==> config.mk <==
export PLATFORM = sky130hd
export DESIGN_NAME = utf8_byte_stream_decoder
export DESIGN_NICKNAME = d
export VERILOG_FILES = /design/src/sv/u8d_pkg.sv /design/src/sv/utf8_byte_stream_decoder.sv /design/src/sv/u8d_core.sv /design/src/sv/u8d_fifo.sv
export SDC_FILE = /design/constraint.sdc
export NUM_CORES = 1
export LEC_CHECK = 0
export ABC_CLOCK_PERIOD_IN_PS = 4700
export BUFFER_PORTS_ARGS = -buffer_cell sky130_fd_sc_hd__buf_2
export CORE_MARGIN = 8
export CORE_UTILIZATION = 37
export CTS_CLUSTER_SIZE = 24
export DETAILED_ROUTE_END_ITERATION = 8
export GPL_TIMING_DRIVEN = 0
export PLACE_DENSITY = 0.55
export SYNTH_ARGS = -nofsm -noshare
export SYNTH_HDL_FRONTEND = slang
export SYNTH_SLANG_ARGS = --single-unit
==> constraint.sdc <==
create_clock -name clk -period 4.7 [get_ports clk]
set_input_delay 0.47 -clock clk [delete_from_list [all_inputs] [get_ports clk]]
set_output_delay 0.47 -clock clk [all_outputs]
set_load 0.1 [all_outputs]
==> src/sv/u8d_pkg.sv <==
// shared types, constants and the lead byte decode function for the utf-8 decoder
// no dependencies; imported by u8d_core, u8d_fifo, utf8_byte_stream_decoder and the testbench
package u8d_pkg;

	// field widths
	localparam int BYTE_W   = 8;
	localparam int FOLLOW_W = 2;
	localparam int CP_W     = 21;
	localparam int COUNT_W  = 2;

	// packed stream widths, rounded up to whole bytes
	localparam int IN_TDATA_W  = 16;
	localparam int OUT_TDATA_W = 24;

	// default depth of the result queue
	localparam int FIFO_DEPTH_DEF = 4;

	// code points and byte masks
	localparam logic [CP_W-1:0]   REPLACEMENT_CP = 21'h00FFFD;
	localparam logic [BYTE_W-1:0] LEAD2_MASK     = 8'hE0;
	localparam logic [BYTE_W-1:0] LEAD2_CODE     = 8'hC0;
	localparam logic [BYTE_W-1:0] LEAD3_MASK     = 8'hF0;
	localparam logic [BYTE_W-1:0] LEAD3_CODE     = 8'hE0;
	localparam logic [BYTE_W-1:0] LEAD4_MASK     = 8'hF8;
	localparam logic [BYTE_W-1:0] LEAD4_CODE     = 8'hF0;
	localparam logic [BYTE_W-1:0] PAY2_MASK      = 8'h1F;
	localparam logic [BYTE_W-1:0] PAY3_MASK      = 8'h0F;
	localparam logic [BYTE_W-1:0] PAY4_MASK      = 8'h07;
	localparam logic [BYTE_W-1:0] CONT_MASK      = 8'hC0;
	localparam logic [BYTE_W-1:0] CONT_CODE      = 8'h80;
	localparam logic [BYTE_W-1:0] ASCII_LIMIT    = 8'h80;

	// number of results an input byte produces
	localparam logic [1:0] NRES_NONE = 2'd0;
	localparam logic [1:0] NRES_ONE  = 2'd1;
	localparam logic [1:0] NRES_TWO  = 2'd2;

	// one result item
	typedef struct packed {
		logic [CP_W-1:0] cp;
		logic            bad;
		logic            fin;
	} res_t;

	// results of one input byte, handed from the decoder to the queue
	typedef struct packed {
		logic [1:0] n;
		res_t       r0;
		res_t       r1;
	} res_pair_t;

	// outcome of decoding a byte as the first byte of a form
	typedef struct packed {
		logic               has_res;
		logic [CP_W-1:0]    cp;
		logic               bad;
		logic               open;
		logic [COUNT_W-1:0] need;
		logic [CP_W-1:0]    payload;
		logic               trunc;
		logic [COUNT_W-1:0] discard;
	} lead_t;

	function automatic lead_t decode_lead(input logic [BYTE_W-1:0] b,
		input logic [FOLLOW_W-1:0] follow);
		lead_t              l;
		logic [COUNT_W-1:0] need;
		logic [BYTE_W-1:0]  pay;
		logic               is_lead;
		l       = '0;
		need    = '0;
		pay     = '0;
		is_lead = 1'b1;
		if (b < ASCII_LIMIT) begin
			is_lead = 1'b0;
			l.has_res = 1'b1;
			l.cp      = CP_W'(b);
		end else if ((b & LEAD2_MASK) == LEAD2_CODE) begin
			need = 2'd1;
			pay  = b & PAY2_MASK;
		end else if ((b & LEAD3_MASK) == LEAD3_CODE) begin
			need = 2'd2;
			pay  = b & PAY3_MASK;
		end else if ((b & LEAD4_MASK) == LEAD4_CODE) begin
			need = 2'd3;
			pay  = b & PAY4_MASK;
		end else begin
			// stray continuation or an invalid lead
			is_lead = 1'b0;
			l.has_res = 1'b1;
			l.cp      = REPLACEMENT_CP;
			l.bad     = 1'b1;
		end
		if (is_lead) begin
			if (follow < need) begin
				// string ends before the form does
				l.has_res = 1'b1;
				l.cp      = REPLACEMENT_CP;
				l.bad     = 1'b1;
				l.trunc   = 1'b1;
				l.discard = follow;
			end else begin
				l.open    = 1'b1;
				l.need    = need;
				l.payload = CP_W'(pay);
			end
		end
		return l;
	endfunction

endpackage

==> src/sv/utf8_byte_stream_decoder.sv <==
// top level of the utf-8 byte stream decoder: input stage, decoder and result queue
// depends on u8d_pkg, u8d_core and u8d_fifo
//
// Usage
//   Slave channel s_*: one byte of a utf-8 string per transaction, with the
//   count of bytes still following it in the string, saturated at 3.
//   Master channel m_*: decoded code points. m_tuser flags a replacement
//   (U+FFFD) for malformed input; m_tlast marks the last result caused by one
//   input byte. A byte gives zero, one or two results.
//   A byte passes the input register, its results are written into the result
//   queue, and from there they appear on m_*.
//   Throughput: one byte per cycle while results are taken as fast as they
//   come; the output side moves one result per cycle, so bytes that give two
//   results set the pace. The input register moves into the result queue only
//   while the queue holds at most DEPTH-2 entries.
//   When the receiver stalls, results collect in the queue and s_tready drops
//   once it is near full; nothing is lost.
//   Reset clears the open sequence, the drop count, the input stage and the
//   queue; the block is ready straight out of reset.
module utf8_byte_stream_decoder #(
	parameter int FIFO_DEPTH = u8d_pkg::FIFO_DEPTH_DEF
) (
	input  logic                             clk,
	input  logic                             arst_n,
	input  logic                             s_tvalid,
	output logic                             s_tready,
	input  logic [u8d_pkg::IN_TDATA_W-1:0]   s_tdata,  // data_byte, bytes_following, zero pad
	output logic                             m_tvalid,
	input  logic                             m_tready,
	output logic [u8d_pkg::OUT_TDATA_W-1:0]  m_tdata,  // code_point, zero pad
	output logic                             m_tuser,  // malformed
	output logic                             m_tlast   // final_of_run
);
	import u8d_pkg::*;

	logic                valid_s1;
	logic [BYTE_W-1:0]   byte_s1;
	logic [FOLLOW_W-1:0] follow_s1;
	logic                room;
	logic                fire;
	res_pair_t           res;
	res_t                head;

	// input stage moves on when the queue has room for two results
	assign fire     = valid_s1 && room;
	assign s_tready = !valid_s1 || room;

	always_ff @(posedge clk or negedge arst_n) begin
		if (!arst_n) begin
			valid_s1 <= 1'b0;
		end else if (s_tready) begin
			valid_s1 <= s_tvalid;
		end
	end

	always_ff @(posedge clk) begin
		if (s_tvalid && s_tready) begin
			byte_s1   <= s_tdata[BYTE_W-1:0];
			follow_s1 <= s_tdata[BYTE_W+FOLLOW_W-1:BYTE_W];
		end
	end

	// sequence decoder
	u8d_core u_core (
		.clk             (clk),
		.arst_n          (arst_n),
		.fire            (fire),
		.data_byte       (byte_s1),
		.bytes_following (follow_s1),
		.res             (res)
	);

	// result queue
	u8d_fifo #(
		.DEPTH (FIFO_DEPTH)
	) u_fifo (
		.clk       (clk),
		.arst_n    (arst_n),
		.push      (res),
		.pop       (m_tready),
		.room      (room),
		.not_empty (m_tvalid),
		.head      (head)
	);

	// output packing
	assign m_tdata = {{(OUT_TDATA_W-CP_W){1'b0}}, head.cp};
	assign m_tuser = head.bad;
	assign m_tlast = head.fin;

	a_ready_when_empty: assert property (@(posedge clk) disable iff (!arst_n)
		!valid_s1 |-> s_tready)
		else $error("input stalled with an empty input stage");

	a_stage_holds: assert property (@(posedge clk) disable iff (!arst_n)
		(valid_s1 && !room) |=> (valid_s1 && $stable(byte_s1) && $stable(follow_s1)))
		else $error("input stage lost a byte while blocked");

	a_valid_result: assert property (@(posedge clk) disable iff (!arst_n)
		(m_tvalid && m_tuser) |-> m_tdata[CP_W-1:0] == REPLACEMENT_CP)
		else $error("malformed result without replacement code point");

endmodule

==> src/sv/u8d_core.sv <==
// utf-8 sequence state and per-byte decode for the utf-8 decoder
// depends on u8d_pkg
module u8d_core (
	input  logic                          clk,
	input  logic                          arst_n,
	input  logic                          fire,
	input  logic [u8d_pkg::BYTE_W-1:0]    data_byte,
	input  logic [u8d_pkg::FOLLOW_W-1:0]  bytes_following,
	output u8d_pkg::res_pair_t            res
);
	import u8d_pkg::*;

	logic [COUNT_W-1:0] cont_q, cont_d;
	logic [CP_W-1:0]    part_q, part_d;
	logic [COUNT_W-1:0] disc_q, disc_d;
	lead_t              lead;
	logic [CP_W-1:0]    part_acc;

	assign lead     = decode_lead(data_byte, bytes_following);
	assign part_acc = {part_q[CP_W-7:0], data_byte[5:0]};

	// decode one byte against the open sequence
	always_comb begin
		cont_d = cont_q;
		part_d = part_q;
		disc_d = disc_q;
		res    = '0;
		if (fire) begin
			if (disc_q != '0) begin
				disc_d = disc_q - 2'd1;
			end else if (cont_q != '0) begin
				if ((data_byte & CONT_MASK) == CONT_CODE) begin
					cont_d = cont_q - 2'd1;
					if (cont_q == 2'd1) begin
						res.n  = NRES_ONE;
						res.r0 = '{cp: part_acc, bad: 1'b0, fin: 1'b1};
						part_d = '0;
					end else begin
						part_d = part_acc;
					end
				end else begin
					// bad continuation: replace, then decode the byte as a lead
					cont_d = '0;
					part_d = '0;
					res.r0 = '{cp: REPLACEMENT_CP, bad: 1'b1, fin: 1'b0};
					if (lead.has_res) begin
						res.n  = NRES_TWO;
						res.r1 = '{cp: lead.cp, bad: lead.bad, fin: 1'b1};
					end else begin
						res.n      = NRES_ONE;
						res.r0.fin = 1'b1;
					end
					if (lead.open) begin
						cont_d = lead.need;
						part_d = lead.payload;
					end
					if (lead.trunc) begin
						disc_d = lead.discard;
					end
				end
			end else begin
				if (lead.has_res) begin
					res.n  = NRES_ONE;
					res.r0 = '{cp: lead.cp, bad: lead.bad, fin: 1'b1};
				end
				if (lead.open) begin
					cont_d = lead.need;
					part_d = lead.payload;
				end
				if (lead.trunc) begin
					disc_d = lead.discard;
				end
			end
		end
	end

	// sequence state
	always_ff @(posedge clk or negedge arst_n) begin
		if (!arst_n) begin
			cont_q <= '0;
			part_q <= '0;
			disc_q <= '0;
		end else begin
			cont_q <= cont_d;
			part_q <= part_d;
			disc_q <= disc_d;
		end
	end

	// dropping and gathering never overlap
	a_disc_cont_excl: assert property (@(posedge clk) disable iff (!arst_n)
		!(disc_q != '0 && cont_q != '0))
		else $error("discard and continuation counts both open");

	// a pair of results always starts with a non-final replacement
	a_pair_shape: assert property (@(posedge clk) disable iff (!arst_n)
		res.n == NRES_TWO |-> (res.r0.bad && !res.r0.fin && res.r1.fin))
		else $error("malformed result pair");

	// no result while bytes are being dropped
	a_drop_silent: assert property (@(posedge clk) disable iff (!arst_n)
		(fire && disc_q != '0) |-> res.n == NRES_NONE)
		else $error("result produced for a dropped byte");

endmodule

==> src/sv/u8d_fifo.sv <==
// result queue for the utf-8 decoder: up to two writes and one read a cycle
// depends on u8d_pkg
module u8d_fifo #(
	parameter int DEPTH = u8d_pkg::FIFO_DEPTH_DEF
) (
	input  logic               clk,
	input  logic               arst_n,
	input  u8d_pkg::res_pair_t push,
	input  logic               pop,
	output logic               room,
	output logic               not_empty,
	output u8d_pkg::res_t      head
);
	import u8d_pkg::*;

	localparam int PTR_W = $clog2(DEPTH);
	localparam int CNT_W = $clog2(DEPTH + 1);
	localparam logic [PTR_W-1:0] LAST_PTR = PTR_W'(DEPTH - 1);
	localparam logic [CNT_W-1:0] ROOM_MAX = CNT_W'(DEPTH - 2);

	res_t             mem [DEPTH];
	logic [PTR_W-1:0] wr_q, rd_q;
	logic [CNT_W-1:0] cnt_q;
	logic [PTR_W-1:0] wr_p1, wr_p2, rd_p1;
	logic             do_pop;

	function automatic logic [PTR_W-1:0] ptr_inc(input logic [PTR_W-1:0] p);
		return (p == LAST_PTR) ? '0 : p + PTR_W'(1);
	endfunction

	assign wr_p1     = ptr_inc(wr_q);
	assign wr_p2     = ptr_inc(wr_p1);
	assign rd_p1     = ptr_inc(rd_q);
	assign not_empty = cnt_q != '0;
	assign room      = cnt_q <= ROOM_MAX;
	assign do_pop    = pop && not_empty;
	assign head      = mem[rd_q];

	// entry writes
	always_ff @(posedge clk) begin
		if (push.n != NRES_NONE) begin
			mem[wr_q] <= push.r0;
		end
		if (push.n == NRES_TWO) begin
			mem[wr_p1] <= push.r1;
		end
	end

	// pointers and fill count
	always_ff @(posedge clk or negedge arst_n) begin
		if (!arst_n) begin
			wr_q  <= '0;
			rd_q  <= '0;
			cnt_q <= '0;
		end else begin
			unique case (push.n)
				NRES_ONE: wr_q <= wr_p1;
				NRES_TWO: wr_q <= wr_p2;
				default:  wr_q <= wr_q;
			endcase
			if (do_pop) begin
				rd_q <= rd_p1;
			end
			cnt_q <= cnt_q + CNT_W'(push.n) - CNT_W'(do_pop);
		end
	end

	a_no_overflow: assert property (@(posedge clk) disable iff (!arst_n)
		cnt_q <= CNT_W'(DEPTH))
		else $error("result queue overflow");

	a_push_room: assert property (@(posedge clk) disable iff (!arst_n)
		push.n != NRES_NONE |-> room)
		else $error("push into result queue without room");

	a_pop_count: assert property (@(posedge clk) disable iff (!arst_n)
		(do_pop && push.n == NRES_NONE) |=> cnt_q == $past(cnt_q) - CNT_W'(1))
		else $error("queue count did not follow a read");

endmodule

== Yosys cells after proc, flatten, opt, wreduce, memory -nomap -nowiden ==
Memories as Yosys holds them, arrays and structs flattened.
Cells that the tools add are included.
Cells by class
  $add $sub $neg: 7
  order comparisons: 3
  equal/unequal tests: 11
  mux-type cells: 53
  bitwise operators: 1
  reductions and logical operators: 13
Operators with widths (count)
  23-bit two-way mux: 7
  48-bit two-way mux: 2
  15-bit two-way mux: 5
  24-bit two-way mux: 3
  25-bit two-way mux: 2
  50-bit two-way mux: 1
  2-bit two-way mux: 16
  8-bit two-way mux: 3
  22-bit two-way mux: 1
  2-bit == test (second input constant): 5
  1-bit two-way mux: 10
  2-bit nonzero test: 5
  8-bit < comparator (second input constant): 1
  2-bit by 1-bit adder with 2-bit output (second input constant): 3
  3-bit two-way mux: 2
  5-bit == test (second input constant): 1
  2-bit by 1-bit == test with 1-bit output (second input constant): 2
  4-bit == test (second input constant): 1
  2-bit case mux with 2 select lines: 1
  2-bit by 1-bit subtractor with 2-bit output (second input constant): 2
  3-bit by 2-bit adder with 3-bit output: 1
  3-bit == test (second input constant): 1
  3-bit by 2-bit <= comparator with 1-bit output (second input constant): 1
  1-bit logical AND: 3
  other kinds (9): 9
Word-level totals
  register bits after elaboration: 37
  bits in writable memories: 92
  input bits: 20
  output and inout port bits: 28
  logic and storage cells: 98
  memories: 1
Memory list
  u_fifo.mem: words 4, width 23, read ports 1, clocked after Yosys merged registers in 0, write ports 2, line u8d_fifo.sv:21  | res_t mem [DEPTH];

== Depth between registers and ports, before layout ==
  depth in word-level cells: 16
  depth in mapped cells: 16
  gate-level depth less buffers: 15

== Modules after synthesis ==
A second synthesis with hierarchy kept.
Second synthesis, totals
  cell total of the unflattened synthesis: 479
  area, all modules: 6891.6 µm²
By module, submodules not included
  u8d_fifo: instances 1, cells each 282, area an instance 5069.9 µm², seq. area each 2937.8 µm²
  u8d_core: instances 1, cells each 178, area an instance 1435.1 µm², seq. area each 475.5 µm²
  utf8_byte_stream_decoder: instances 1, cells each 19, area an instance 386.6 µm², seq. area each 325.3 µm²

== Worst setup path before layout ==
OpenSTA, ideal clock, no wires.
  path type: register to register
  from: register byte_s1[7]
  to: memory u_fifo.mem[1][0] in the netlist's numbering (enable)
  library setup time: 378 ps
  arrival: 3036 ps
  data required time: 4322 ps
  slack: 1285 ps
  stages on the path, launching flop included: 14
  path buffers: 2
  clock period less this slack: 3415 ps
  path through: edfxtp_1 -> buf_2 -> nand2_1 -> a21oi_1 -> nand2_1 -> ha_1 -> o211ai_1 -> a31oi_2 -> nand2_1 -> mux2i_2 -> ha_1 -> nand2b_1 -> clkbuf_1 -> nand2_1
RTL lines
  start: declaration: line utf8_byte_stream_decoder.sv:37  | logic [BYTE_W-1:0] byte_s1;
  start signal: assignment: line utf8_byte_stream_decoder.sv:58  | byte_s1 <= s_tdata[BYTE_W-1:0];
  end: declaration: line u8d_fifo.sv:21

==> run_results.csv <==
group,metric,value,unit
clock_network,ctsHoldBuffers,0,
worst_setup_path,timing.critical_path.fanout_max,10,
cells_and_area,finish.cell_count_without_fillers,828,
floorplan,std_cell_rows,48,
run,maxCapViolations,0,
cells_and_area,design_area,7380,um2
worst_setup_path,kind_of_launch_point_of_the_worst_setup_path,"flop",
floorplan,design.core.area,17000,um2
place,dpl_worst_slack,0.0957,ns
pwr,power_leakage,2.78,nW
yosys,flops_latches_synth,129,
cells_and_area,insertedDiodeCount,0,
sta,finalHoldViolations,0,
pwr,power_density_normalized_to_cell_area,721,nW/um2
worst_hold_path,min-delay-path-class,"primary input to asynchronous set/reset pin",
yosys,average_size_of_a_mapped_cell,11.9,um2
route,detailroute.via_count,4371,
clock_network,worstSkewPairLatency,0.42,ns
floorplan,ioPinCount,48,
sta,finalSetupViolCount,0,
sta,max_slew_margin,44.1,%
worst_setup_path,cp.required,4.84,ns
worst_setup_path,reg2reg_slack,0.37,ns
clock_network,clk_transition_reported_paths,0.05,ns
clock_network,cell_at_the_root_of_the_clock_tree,"clkbuf_16",
sta,maxSlewViolCount,0,
route,wl,15700,um
global_routing,groute.usage.overall,15.1,%
sta,clock-skew-final,0.00806,ns
clock_network,htree_num_levels,4,
worst_setup_path,timing.setup.critical_path_class,"flop to flop",
worst_setup_path,worst_setup_path_end_kind,"flop",
route,post_drt_wl_per_cell,18.9,um
yosys,yosys-top-cells-count,"edfxtp_1, nand2_1, o21ai_0",
yosys,dominantRegCellSynth,"edfxtp_1",
place,dp.cells,796,
global_routing,global_route.overflow_total,0,
yosys,post_synthesis_cell_count,531,
global_routing,first_pass_grt_wire_length,25100,um
route,antenna_violating_nets_post_route,0,
clock_network,numClockSinks,129,
yosys,ffs_w_async_s_r_synth,20.9,%
yosys,ys.warnings.count,0,
floorplan,start_util,37.2,%
clock_network,cts_tree,"built",
cells_and_area,ratio_of_cells_with_drive_above_1_in_the_final_layout,21.2,%
yosys,share_of_synthesized_area_occupied_by_flip_flops_and_latches,55.9,%
floorplan,fp.dieH,147,um
worst_setup_path,r2r-end,"u_fifo.mem[3][14]",
floorplan,dieWidth,147,um
route,drt-vias-per-instance,5.28,
floorplan,die_footprint,21500,um2
yosys,yosys.area.top_type_share,38.9,%
sta,tns,0,ns
yosys,synth_area,6320,um2
cells_and_area,areaGrowthSynthToFinish,16.7,%
worst_setup_path,reg2reg_from,"byte_s1[7]",
place,place.port_buffers,38,
worst_setup_path,arrival,4.46,ns
pwr,irDropWorstVdd,0.433,mV
place,globalplace.congestion,0.870,
global_routing,initial_antenna_violation_count,0,
place,detailed_place_hpwl,11200,um
sta,tightest_slew,0.832,ns
yosys,post_synth_num_cell_types,58,
sta,layout_worst_path_cycle_share,92.1,%
global_routing,grt_pass1_vias,4585,
outcome,outcome,"finished clean",
yosys,ys_top_cells_by_area,"edfxtp_1, dfrtp_1, mux4_2, dfxtp_1, o21ai_0",
yosys,synth-edff-count,82,
sta,achievable-frequency,231,MHz
cells_and_area,register_area,3540,um2
yosys,most_numerous_cell_in_the_yosys_netlist,"edfxtp_1",
route,drtPass1Iterations,5,
sta,rsz0062_at_grt,"false",
yosys,synth_top_area_cell,"edfxtp_1",
sta,worst_slack,0.372,ns
cells_and_area,nets,630,
route,remaining_drc_errors,0,
cells_and_area,multiInputGateArea,2560,um2
global_routing,grt_start_max_net_pins,28,
clock_network,maximum_root_to_sink_buffer_count,2,
sta,layout_min_cycle_time,4.33,ns
route,dr.first_iter.drc_count,339,
clock_network,cts_made_buffers,17,
worst_setup_path,worst_r2r_path_depth,14,
cells_and_area,final.fill_count,1581,
place,placement.cell_area,6800,um2
-- sequential cells by signal (all words and copies together), names as in the netlist --
signal / count
u_fifo.mem: 92
u_fifo.cnt_q: 3
follow_s1: 2
byte_s1: 8
valid_s1: 1
u_core.disc_q: 2
u_fifo.wr_q: 2
u_core.cont_q: 2
u_core.part_q: 15
u_fifo.rd_q: 2
-- how the worst max path moves through the flow --
stage / startpoint / to / depth (start not counted)
floorplan: byte_s1[7] / u_fifo.mem[1][0] / 13
global placement: byte_s1[7] / u_fifo.mem[1][10] / 13
detailed placement: byte_s1[7] / u_fifo.mem[1][17] / 13
CTS: byte_s1[7] / u_fifo.mem[1][12] / 13
global route: byte_s1[7] / u_fifo.mem[3][14] / 14
finish: byte_s1[7] / u_fifo.mem[3][14] / 14
-- area by class of cell --
class                      instances  area share (%)
inverter                          31            1.71
sequential                       129            47.9
clock buffer                      19            5.87
tap                              225            3.81
multi-input combinational        351            34.7
buffer                            22            1.63
clock inverter                    11            1.59
timing repair buffer              40            2.78
-- power by group --
part	switching (mW)	internal, mW
Clock	0.471	0.768
Sequential	0.110	1.49
Combinational	1.89	0.600
Total	2.47	2.86
-- timing repair --
action | 4_1_cts | 5_1_grt
setup buffers | 0 | 2
setup endpoints to repair | 0 | 54
resized for setup | 0 | 3
-- per-stage QoR --
| stage | hold WS, ns | util, % | total power [mW] |
|---|---|---|---|
| after detailed placement | 0.442 | 40.0 | 4.11 |
| after CTS | 0.0762 | 43.3 | 5.35 |
| after global placement | 0.434 | 40.0 | 4.06 |
| final | 0.0693 | 43.4 | 5.32 |
| after global routing | 0.111 | 43.4 | 5.59 |
| after floorplan | 0.174 | - | 3.57 |
-- critical path: stages, from the launching register on --
cell      delay, ns
edfxtp_1       0.42
buf_2          0.27
nand2_1        0.17
a21oi_1        0.16
nand2_1        0.09
ha_1           0.35
o211ai_1       0.13
a31oi_2        0.27
nand2_1        0.18
mux2i_2        0.47
ha_1           0.40
nand2_1        0.21
nand2_1        0.40
o21bai_2       0.33
o21ai_0        0.20
-- layer usage --
metal | track usage [%] | vias to the layer above | routed length, um
li1 | - | 2071 | -
met1 | 18.3 | 2149 | 6870
met2 | 25.2 | 133 | 7750
met3 | 4.15 | 18 | 852
met4 | 5.72 | 0 | 214
met5 | 0 | - | 0
-- cells by family after synthesis --
family	Yosys count	synth area share, %
and+or+nand+nor	154	11.9
AOI/OAI and AO/OA	130	12.7
DFF	129	55.9
buffers and inverters	53	3.78
muxes	43	11.5
adders and majority gates	18	3.68
xor gates and xnor gates	3	0.416
other	1	0.0593
-- cell usage in the layout (no fill, tap or decap), types with 20 or more instances in the layout --
master    instances
buf_2            47
dfrtp_1          27
dfxtp_1          20
edfxtp_1         82
inv_1            27
mux4_2           23
nand2_1          80
o21a_1           20
o21ai_0          68
No activity file was read; power rests on OpenSTA's default activity.
